**src/sv/rrt_pkg.sv**
```systemverilog
// ----------------------------------------------------------------------------
// rrt_pkg
// Types, codes and sizes shared by the retry timeout table modules.
// ----------------------------------------------------------------------------
`default_nettype none

package rrt_pkg;

   localparam int SLOTS       = 16;
   localparam int SLOT_W      = $clog2(SLOTS);
   localparam int MAX_RESULTS = 16;
   localparam int CNT_W       = $clog2(MAX_RESULTS + 1);
   localparam int TIME_W      = 32;
   localparam int ATT_W       = 8;
   localparam int ENTRY_W     = TIME_W + ATT_W;
   localparam int CSR_ADDR_W  = 3;

   localparam logic [1:0] FUNC_NEW  = 2'd0;
   localparam logic [1:0] FUNC_RSP  = 2'd1;
   localparam logic [1:0] FUNC_TICK = 2'd2;
   localparam logic [1:0] FUNC_NONE = 2'd3;

   localparam logic [1:0] EV_TRANSMIT = 2'd0;
   localparam logic [1:0] EV_DONE     = 2'd1;
   localparam logic [1:0] EV_TIMEOUT  = 2'd2;
   localparam logic [1:0] EV_REJECT   = 2'd3;

   localparam logic REG_MAX_ATTEMPTS = 1'b0;
   localparam logic REG_TIMEOUT      = 1'b1;

   typedef enum logic [2:0] {
      ST_IDLE,
      ST_EXEC,
      ST_SCAN_RD,
      ST_SCAN_EV,
      ST_FLUSH
   } state_type;

   typedef struct packed {
      logic accept;
      logic exec;
      logic scan_hit;
      logic idx_inc;
      logic flush;
   } ctrl_cmd_type;

   typedef struct packed {
      logic in_tick;
      logic ctx_unknown;
      logic expired;
      logic out_free;
      logic have_held;
      logic scan_done;
      logic cap_hit;
   } ctrl_sts_type;

endpackage

`default_nettype wire

```
**src/sv/request_retry_timeout_table.sv**
```systemverilog
// ----------------------------------------------------------------------------
// request_retry_timeout_table
// Retransmission timer table with a retry limit, one slot per request id.
// ----------------------------------------------------------------------------
// A new-request or response item is accepted in the idle state; in the execute
// state it updates its slot and loads the result register, waiting there if the
// result channel stalls. A tick item scans the slots in order through the
// single read port of the slot RAM, with a read state and an evaluate state per
// slot, and waits on any result channel stall. During a scan one result is
// held back so that the last one of the tick can be marked; the scan stops
// early once MAX_RESULTS events have been produced. Input transfers are taken
// only when the previous item is finished. The slot RAM needs no clearing.
`default_nettype none

module request_retry_timeout_table import rrt_pkg::*; (
   input  wire logic                  clock,
   input  wire logic                  reset,
   input  wire logic                  req_valid,
   output logic                       req_ready,
   input  wire logic [1:0]            req_func,
   input  wire logic [7:0]            req_req_id,
   output logic                       rsp_valid,
   input  wire logic                  rsp_ready,
   output logic [1:0]                 rsp_event_kind,
   output logic [7:0]                 rsp_slot_id,
   output logic [7:0]                 rsp_attempt_number,
   output logic                       rsp_last,
   input  wire logic                  csr_psel,
   input  wire logic                  csr_penable,
   input  wire logic                  csr_pwrite,
   input  wire logic [CSR_ADDR_W-1:0] csr_paddr,
   input  wire logic [31:0]           csr_pwdata,
   output logic [31:0]                csr_prdata,
   output logic                       csr_pready
);

   ctrl_cmd_type cmd;
   ctrl_sts_type sts;

   rrt_ctrl u_ctrl (
      .clock    (clock),
      .reset    (reset),
      .req_valid(req_valid),
      .req_ready(req_ready),
      .sts      (sts),
      .cmd      (cmd)
   );

   rrt_dp u_dp (
      .clock             (clock),
      .reset             (reset),
      .cmd               (cmd),
      .sts               (sts),
      .req_func          (req_func),
      .req_req_id        (req_req_id),
      .rsp_valid         (rsp_valid),
      .rsp_ready         (rsp_ready),
      .rsp_event_kind    (rsp_event_kind),
      .rsp_slot_id       (rsp_slot_id),
      .rsp_attempt_number(rsp_attempt_number),
      .rsp_last          (rsp_last),
      .csr_psel          (csr_psel),
      .csr_penable       (csr_penable),
      .csr_pwrite        (csr_pwrite),
      .csr_paddr         (csr_paddr),
      .csr_pwdata        (csr_pwdata),
      .csr_prdata        (csr_prdata),
      .csr_pready        (csr_pready)
   );

endmodule

`default_nettype wire

```
**src/sv/rrt_ram.sv**
```systemverilog
// ----------------------------------------------------------------------------
// rrt_ram
// Generic single write port RAM with one registered read port.
// ----------------------------------------------------------------------------
`default_nettype none

module rrt_ram #(
   parameter int WIDTH = 8,
   parameter int DEPTH = 16
) (
   input  wire logic                     clock,
   input  wire logic                     wr_en,
   input  wire logic [$clog2(DEPTH)-1:0] wr_addr,
   input  wire logic [WIDTH-1:0]         wr_data,
   input  wire logic [$clog2(DEPTH)-1:0] rd_addr,
   output logic [WIDTH-1:0]              rd_data
);

   logic [WIDTH-1:0] mem_ff [DEPTH];
   logic [WIDTH-1:0] rd_data_ff;

   always_ff @(posedge clock) begin
      if (wr_en) begin
         mem_ff[wr_addr] <= wr_data;
      end
      rd_data_ff <= mem_ff[rd_addr];
   end

   assign rd_data = rd_data_ff;

endmodule

`default_nettype wire

```
**src/sv/rrt_ctrl.sv**
```systemverilog
// ----------------------------------------------------------------------------
// rrt_ctrl
// Sequencer for item execution, the tick scan and the final result flush.
// ----------------------------------------------------------------------------
`default_nettype none

module rrt_ctrl import rrt_pkg::*; (
   input  wire logic         clock,
   input  wire logic         reset,
   input  wire logic         req_valid,
   output logic              req_ready,
   input  wire ctrl_sts_type sts,
   output ctrl_cmd_type      cmd
);

   state_type state_ff;
   state_type state_in;

   always_ff @(posedge clock) begin
      if (reset) begin
         state_ff <= ST_IDLE;
      end else begin
         state_ff <= state_in;
      end
   end

   always_comb begin
      state_in  = state_ff;
      cmd       = '0;
      req_ready = 1'b0;
      case (state_ff)
         ST_IDLE: begin
            req_ready = 1'b1;
            if (req_valid) begin
               cmd.accept = 1'b1;
               state_in   = sts.in_tick ? ST_SCAN_RD : ST_EXEC;
            end
         end
         ST_EXEC: begin
            if (sts.ctx_unknown) begin
               state_in = ST_IDLE;
            end else if (sts.out_free) begin
               cmd.exec = 1'b1;
               state_in = ST_IDLE;
            end
         end
         ST_SCAN_RD: begin
            state_in = ST_SCAN_EV;
         end
         ST_SCAN_EV: begin
            if (sts.expired) begin
               if (!sts.have_held || sts.out_free) begin
                  cmd.scan_hit = 1'b1;
                  if (sts.scan_done || sts.cap_hit) begin
                     state_in = ST_FLUSH;
                  end else begin
                     cmd.idx_inc = 1'b1;
                     state_in    = ST_SCAN_RD;
                  end
               end
            end else if (sts.scan_done) begin
               state_in = ST_FLUSH;
            end else begin
               cmd.idx_inc = 1'b1;
               state_in    = ST_SCAN_RD;
            end
         end
         ST_FLUSH: begin
            if (!sts.have_held) begin
               state_in = ST_IDLE;
            end else if (sts.out_free) begin
               cmd.flush = 1'b1;
               state_in  = ST_IDLE;
            end
         end
         default: begin
            state_in = ST_IDLE;
         end
      endcase
   end

   assert property (@(posedge clock) disable iff (reset)
      cmd.accept |=> (state_ff == ST_EXEC || state_ff == ST_SCAN_RD))
      else $error("accepted item did not start execution");

   assert property (@(posedge clock) disable iff (reset)
      (cmd.scan_hit || cmd.idx_inc) |-> state_ff == ST_SCAN_EV)
      else $error("scan command outside scan evaluation");

   assert property (@(posedge clock) disable iff (reset)
      $onehot0({cmd.accept, cmd.exec, cmd.scan_hit, cmd.flush}))
      else $error("conflicting datapath commands");

endmodule

`default_nettype wire

```
**src/sv/rrt_dp.sv**
```systemverilog
// ----------------------------------------------------------------------------
// rrt_dp
// Slot table, time counter, configuration registers and result registers.
// ----------------------------------------------------------------------------
`default_nettype none

module rrt_dp import rrt_pkg::*; (
   input  wire logic                  clock,
   input  wire logic                  reset,
   input  wire ctrl_cmd_type          cmd,
   output ctrl_sts_type               sts,
   input  wire logic [1:0]            req_func,
   input  wire logic [7:0]            req_req_id,
   output logic                       rsp_valid,
   input  wire logic                  rsp_ready,
   output logic [1:0]                 rsp_event_kind,
   output logic [7:0]                 rsp_slot_id,
   output logic [7:0]                 rsp_attempt_number,
   output logic                       rsp_last,
   input  wire logic                  csr_psel,
   input  wire logic                  csr_penable,
   input  wire logic                  csr_pwrite,
   input  wire logic [CSR_ADDR_W-1:0] csr_paddr,
   input  wire logic [31:0]           csr_pwdata,
   output logic [31:0]                csr_prdata,
   output logic                       csr_pready
);

   logic [ATT_W-1:0]  max_att_ff;
   logic [15:0]       timeout_ff;
   logic [TIME_W-1:0] now_ff;
   logic [SLOTS-1:0]  active_ff;
   logic [1:0]        func_ff;
   logic [7:0]        id_ff;
   logic [SLOT_W-1:0] idx_ff;
   logic [CNT_W-1:0]  cnt_ff;
   logic              have_held_ff;
   logic [1:0]        held_kind_ff;
   logic [7:0]        held_id_ff;
   logic [7:0]        held_att_ff;
   logic              out_valid_ff;
   logic [1:0]        out_kind_ff;
   logic [7:0]        out_id_ff;
   logic [7:0]        out_att_ff;
   logic              out_last_ff;

   logic              csr_wr;
   logic              id_ok;
   logic [SLOT_W-1:0] id_slot;
   logic [TIME_W-1:0] deadline_new;
   logic [ENTRY_W-1:0] rd_entry;
   logic [TIME_W-1:0] rd_deadline;
   logic [ATT_W-1:0]  rd_att;
   logic [TIME_W-1:0] diff;
   logic              retrans;
   logic [ATT_W-1:0]  att_next;
   logic [1:0]        exec_kind;
   logic [7:0]        exec_att;
   logic [1:0]        scan_kind;
   logic [7:0]        scan_att;
   logic              wr_en;
   logic [SLOT_W-1:0] wr_addr;
   logic [ENTRY_W-1:0] wr_data;
   logic              out_free;
   logic              push;

   assign csr_wr     = csr_psel && csr_penable && csr_pwrite;
   assign csr_pready = 1'b1;
   assign csr_prdata = (csr_paddr[2] == REG_TIMEOUT) ? {16'd0, timeout_ff}
                                                     : {24'd0, max_att_ff};

   always_ff @(posedge clock) begin
      if (reset) begin
         max_att_ff <= 8'd3;
         timeout_ff <= 16'd5;
      end else if (csr_wr) begin
         if (csr_paddr[2] == REG_TIMEOUT) begin
            timeout_ff <= csr_pwdata[15:0];
         end else begin
            max_att_ff <= csr_pwdata[7:0];
         end
      end
   end

   assign id_ok        = id_ff < 8'(SLOTS);
   assign id_slot      = id_ff[SLOT_W-1:0];
   assign deadline_new = now_ff + {16'd0, timeout_ff};
   assign rd_deadline  = rd_entry[ENTRY_W-1:ATT_W];
   assign rd_att       = rd_entry[ATT_W-1:0];
   assign diff         = now_ff - rd_deadline;
   assign retrans      = rd_att < max_att_ff;
   assign att_next     = rd_att + 8'd1;

   assign exec_kind = !id_ok ? EV_REJECT : (func_ff == FUNC_NEW) ? EV_TRANSMIT : EV_DONE;
   assign exec_att  = (id_ok && func_ff == FUNC_NEW) ? 8'd1 : 8'd0;
   assign scan_kind = retrans ? EV_TRANSMIT : EV_TIMEOUT;
   assign scan_att  = retrans ? att_next : 8'd0;

   assign wr_en   = (cmd.exec && id_ok && func_ff == FUNC_NEW) || (cmd.scan_hit && retrans);
   assign wr_addr = cmd.exec ? id_slot : idx_ff;
   assign wr_data = {deadline_new, cmd.exec ? 8'd1 : att_next};

   rrt_ram #(
      .WIDTH(ENTRY_W),
      .DEPTH(SLOTS)
   ) u_slot_ram (
      .clock  (clock),
      .wr_en  (wr_en),
      .wr_addr(wr_addr),
      .wr_data(wr_data),
      .rd_addr(idx_ff),
      .rd_data(rd_entry)
   );

   assign out_free = !out_valid_ff || rsp_ready;
   assign push     = cmd.exec || (cmd.scan_hit && have_held_ff) || cmd.flush;

   always_ff @(posedge clock) begin
      if (reset) begin
         now_ff       <= '0;
         active_ff    <= '0;
         have_held_ff <= 1'b0;
         out_valid_ff <= 1'b0;
         idx_ff       <= '0;
         cnt_ff       <= '0;
      end else begin
         if (cmd.accept) begin
            if (req_func == FUNC_TICK) begin
               now_ff <= now_ff + 32'd1;
            end
            idx_ff       <= '0;
            cnt_ff       <= '0;
            have_held_ff <= 1'b0;
         end
         if (cmd.exec && id_ok) begin
            active_ff[id_slot] <= (func_ff == FUNC_NEW);
         end
         if (cmd.scan_hit) begin
            if (!retrans) begin
               active_ff[idx_ff] <= 1'b0;
            end
            cnt_ff       <= cnt_ff + CNT_W'(1);
            have_held_ff <= 1'b1;
         end
         if (cmd.idx_inc) begin
            idx_ff <= idx_ff + SLOT_W'(1);
         end
         if (cmd.flush) begin
            have_held_ff <= 1'b0;
         end
         if (push) begin
            out_valid_ff <= 1'b1;
         end else if (rsp_ready) begin
            out_valid_ff <= 1'b0;
         end
      end
   end

   always_ff @(posedge clock) begin
      if (cmd.accept) begin
         func_ff <= req_func;
         id_ff   <= req_req_id;
      end
      if (cmd.scan_hit) begin
         held_kind_ff <= scan_kind;
         held_id_ff   <= 8'(idx_ff);
         held_att_ff  <= scan_att;
      end
      if (cmd.exec) begin
         out_kind_ff <= exec_kind;
         out_id_ff   <= id_ff;
         out_att_ff  <= exec_att;
         out_last_ff <= 1'b1;
      end else if (push) begin
         out_kind_ff <= held_kind_ff;
         out_id_ff   <= held_id_ff;
         out_att_ff  <= held_att_ff;
         out_last_ff <= cmd.flush;
      end
   end

   assign sts.in_tick     = req_func == FUNC_TICK;
   assign sts.ctx_unknown = func_ff == FUNC_NONE;
   assign sts.expired     = active_ff[idx_ff] && (diff != '0) && !diff[TIME_W-1];
   assign sts.out_free    = out_free;
   assign sts.have_held   = have_held_ff;
   assign sts.scan_done   = idx_ff == SLOT_W'(SLOTS - 1);
   assign sts.cap_hit     = cnt_ff == CNT_W'(MAX_RESULTS - 1);

   assign rsp_valid          = out_valid_ff;
   assign rsp_event_kind     = out_kind_ff;
   assign rsp_slot_id        = out_id_ff;
   assign rsp_attempt_number = out_att_ff;
   assign rsp_last           = out_last_ff;

   assert property (@(posedge clock) disable iff (reset)
      push |-> out_free)
      else $error("result overwritten before transfer");

   assert property (@(posedge clock) disable iff (reset)
      cnt_ff <= CNT_W'(MAX_RESULTS))
      else $error("tick result count beyond cap");

   assert property (@(posedge clock) disable iff (reset)
      cmd.scan_hit |-> sts.expired)
      else $error("slot handled without expiry");

   assert property (@(posedge clock) disable iff (reset)
      cmd.flush |=> !have_held_ff)
      else $error("held result kept after flush");

endmodule

`default_nettype wire

```
**config.mk**
```make
export PLATFORM = sky130hd
export DESIGN_NAME = request_retry_timeout_table
export DESIGN_NICKNAME = d
export VERILOG_FILES = /design/src/sv/rrt_pkg.sv /design/src/sv/request_retry_timeout_table.sv /design/src/sv/rrt_ram.sv /design/src/sv/rrt_ctrl.sv /design/src/sv/rrt_dp.sv
export SDC_FILE = /design/constraint.sdc
export NUM_CORES = 1
export LEC_CHECK = 0
export BUFFER_PORTS_ARGS = -buffer_cell sky130_fd_sc_hd__clkbuf_2
export CELL_PAD_IN_SITES_DETAIL_PLACEMENT = 1
export CELL_PAD_IN_SITES_GLOBAL_PLACEMENT = 2
export CORE_ASPECT_RATIO = 0.5
export CORE_MARGIN = 2
export CORE_UTILIZATION = 42
export DETAILED_ROUTE_END_ITERATION = 10
export PLACE_DENSITY = 0.75
export SYNTH_ARGS = -nofsm -noshare
export SYNTH_HDL_FRONTEND = slang
export SYNTH_SLANG_ARGS = --single-unit
```
**constraint.sdc**
```tcl
create_clock -name clock -period 5.5 [get_ports clock]
set_input_delay 1.1 -clock clock [delete_from_list [all_inputs] [get_ports clock]]
set_output_delay 1.1 -clock clock [all_outputs]
set_load 0.05 [all_outputs]
```
==> summary.md <==
| Metric | Value |
|---|---|
| Status | `complete, no violations` |
| Fmax | `0.199 GHz` |
| Largest cells by area after synthesis | `edfxtp_1, mux4_2, dfxtp_1, ha_1, nand2_1` |
| Post-layout nets | `2397` |
| Core area | `81300 um^2` |
| Routed WL | `90900 um` |
| Number of port buffers | `70` |
| Drt via density | `5.74` |
| CP max stage delay | `0.53 ns` |
| Drt wl/cell | `26.4 um` |
| Finish-stage setup viols | `0` |
| Post-synthesis async set-or-reset flop share | `0%` |
| RSZ-0062 raised after global routing | `no` |
| Fin util | `48.3%` |
| Switching fraction of total power | `21.6%` |
| Total global-route track usage | `21.5%` |
| Ratio of final minimum period to clock period | `91.3%` |
| Clock H-tree levels | `3` |
| Worst path cell trace | `inv_1, ha_1, fa_1, nand2b_1, a211oi_2, buf_4, o21ai_2, a211oi_1, o31ai_1, o21ai_1, xor2_1, nor4_2, buf_4, o31ai_2, o21ai_1, buf_12, nor2_4, buf_12` |
| Crit path time final | `5.02 ns` |
| Area of the die | `84300 um^2` |
| RD Place Congestion | `0.829` |
| Layout cells sized above 1 | `23.7%` |
| Fin area | `39300 um^2` |
| CTS tree | `yes` |
| Total vias in the final route | `19800` |
| Relative slew slack | `8.91%` |
| Syn Inst Count | `2132` |
| Int Power | `9510 uW` |
| Critical path class | `flip-flop to flip-flop` |
| Post-route ant nets | `0` |
| Initial antenna violation count | `9` |
| Largest net degree at the start of global routing | `93` |
| Cell taking the most area after synthesis | `edfxtp_1` |
| Post-synth EDFFs | `681` |
| Cell Area, Placed | `36600 um^2` |
| Top FF cell, synth | `edfxtp_1` |
| Peak VDD IR | `0.000205 V` |
| Clock group share of total power | `42.7%` |
| Clock sink total | `808` |
| Max Slew Vio Count | `0` |
| Antenna diodes | `0` |
| Seq pwr share | `54.7%` |
| GRT overflow | `0` |
| CP delay by family, top | `compound AO/OA/AOI/OAI gates` |
| Crit path arrival time | `5.34 ns` |
| Yosys top cell area share | `59.5%` |
| Power Dens Cells | `309 nW/um^2` |
| Synthesized flop and latch total | `808` |
| Clock Skew | `0.0467 ns` |
| Pre-Repair DR Iteration Count | `7` |
| Sequential area share after synthesis | `66.9%` |
| Commonest non-fill, non-tap cells in the layout | `edfxtp_1, mux4_2, nand2_1` |
| Vias in the first global route | `19800` |
| Die width | `409 um` |
| Number of remaining DRC errors | `0` |
| Core Rows | `74` |
| Post-route insts no fill | `3444` |
| WP buf/inv | `5` |
| CTS Buffer Depth | `3` |
| Die Height | `206 um` |
| Comb pwr share | `2.6%` |
| First-pass GRT wire length | `133000 um` |
| Final hold slack | `0.482 ns` |
| Inst Count DP | `3281` |
| Syn. warnings | `0` |
| Total CTS buffers | `75` |
| Commonest non-fill, non-tap cell in the layout | `edfxtp_1` |
| Layout area overhead | `14.2%` |
| Dpl hpwl | `58900 um` |
| Starting Density | `42.3%` |
| Critical path's slowest cell | `nor2_4` |
| Switching pwr | `2620 uW` |
| Hold crit path type | `flip-flop to flip-flop` |
| Number of unique standard cell types used by synthesis | `77` |
| Root Buffer | `clkbuf_16` |
| CP max FO | `27` |
| Worst-path clk slew | `0.07 ns` |
| MaxCap Viol Count | `0` |
| Hold Vio Cnt, Final | `0` |
| Worst Tran Pin Value | `1.36 ns` |
| Endpoint type of the worst setup path | `flip-flop` |
| Synthesized cell area | `34400 um^2` |
| Later-pin clock latency in the skew report | `0.66 ns` |
| Initial DRC Count | `2035` |
| Pleak | `0.0139 uW` |
| Mean Syn Cell Area | `16.1 um^2` |
| Worst path required time | `5.82 ns` |
| Boundary pin count | `106` |
| Sum Neg Setup Slack | `0 ns` |
| Type of element launching the critical path | `flip-flop` |
==> kinds of logic after synthesis <==
group / after synthesis / synth area share, %
compound gates: 290 / 5.65
xor+xnor: 65 / 1.66
fa+ha+maj: 64 / 2.37
buf+inv: 195 / 2.39
flops: 808 / 66.9
mux: 238 / 14.5
other cells: 2 / 0.0218
simple gates: 470 / 6.58
==> through the flow <==
stage / worst slack, ns / power, uW
floorplan: 0.149 / 6980
global placement: 0.100 / 7080
detailed placement: 0.119 / 7080
CTS: 0.0857 / 12200
global route: 0.0235 / 12500
finish: 0.480 / 12100
==> per-layer routing <==
metal / track usage, % / share of wire [%] / vias to the layer above
met5: 0 / 0.023 / -
met4: 4.60 / 1.5 / 4
met3: 4.57 / 7.8 / 103
met2: 31.4 / 43 / 649
met1: 32.8 / 47 / 10400
li1: - / - / 8646
==> cell usage after synthesis (19+ instances only) <==
master / instances
a21oi_1: 80
nor3_1: 21
inv_1: 82
ha_1: 62
edfxtp_1: 681
and2_1: 20
a21o_1: 22
nand2_1: 136
nor2_1: 126
dfxtp_1: 127
xnor2_1: 22
xor2_1: 43
nand4_1: 21
o21ai_0: 53
mux4_2: 205
nand3_1: 41
nor2b_1: 19
clkbuf_1: 76
==> power groups by stage <==
stage / sequential [uW] / clock, uW / combinational (uW)
finish: 6630 / 5180 / 319
global route: 6630 / 5490 / 346
detailed placement: 6760 / 0 / 319
CTS: 6630 / 5280 / 320
floorplan: 6780 / 0 / 192
global placement: 6760 / 0 / 312
==> worst min-delay path, cell delays in order, from the launching register on <==
cell and delay [ns]:
dfxtp_1 0.33, nand2_1 0.06, a21oi_1 0.05
==> worst paths after layout <==
kind                                    startpoint                            end  slack [ns]  cells after the start
worst max register to register      u_dp.now_ff[0]  u_dp.u_slot_ram.mem_ff[8][13]        0.48                     18
worst min-delay path            u_dp.timeout_ff[8]             u_dp.timeout_ff[8]        0.48                      2
worst max-delay path                u_dp.now_ff[0]  u_dp.u_slot_ram.mem_ff[8][13]        0.48                     18
worst min register to register  u_dp.timeout_ff[8]             u_dp.timeout_ff[8]        0.48                      2
==> repair_timing <==
item	CTS	global route
setup buffers	0	20
hold endpoints to repair	0	0
gates resized for setup	0	1
setup endpoints to repair	0	422
hold buffers	0	0
==> layout make-up <==
| type | count | area (um^2) |
|---|---|---|
| clock buffers | 104 | 2060 |
| clock inverters | 34 | 375 |
| fillers | 7839 | 42000 |
| inverters | 82 | 308 |
| multi-input cells | 1149 | 10800 |
| flip-flops and latches | 808 | 23000 |
| well taps | 1102 | 1380 |
| repair buffers | 165 | 1330 |
==> flip-flops by register name, indices dropped and copies added, names as in the netlist, 2 cells and up <==
| signal | cells |
|---|---|
| u_dp.rsp_slot_id | 8 |
| u_dp.idx_ff | 4 |
| u_ctrl.state_ff | 3 |
| u_dp.max_att_ff | 8 |
| u_dp.rsp_event_kind | 2 |
| u_dp.cnt_ff | 5 |
| u_dp.rsp_attempt_number | 8 |
| u_dp.u_slot_ram.rd_data | 40 |
| u_dp.held_att_ff | 8 |
| u_dp.func_ff | 2 |
| u_dp.active_ff | 16 |
| u_dp.timeout_ff | 16 |
| u_dp.held_id_ff | 4 |
| u_dp.id_ff | 8 |
| u_dp.u_slot_ram.mem_ff | 640 |
| u_dp.now_ff | 32 |
(Power assumes the default switching activity.)
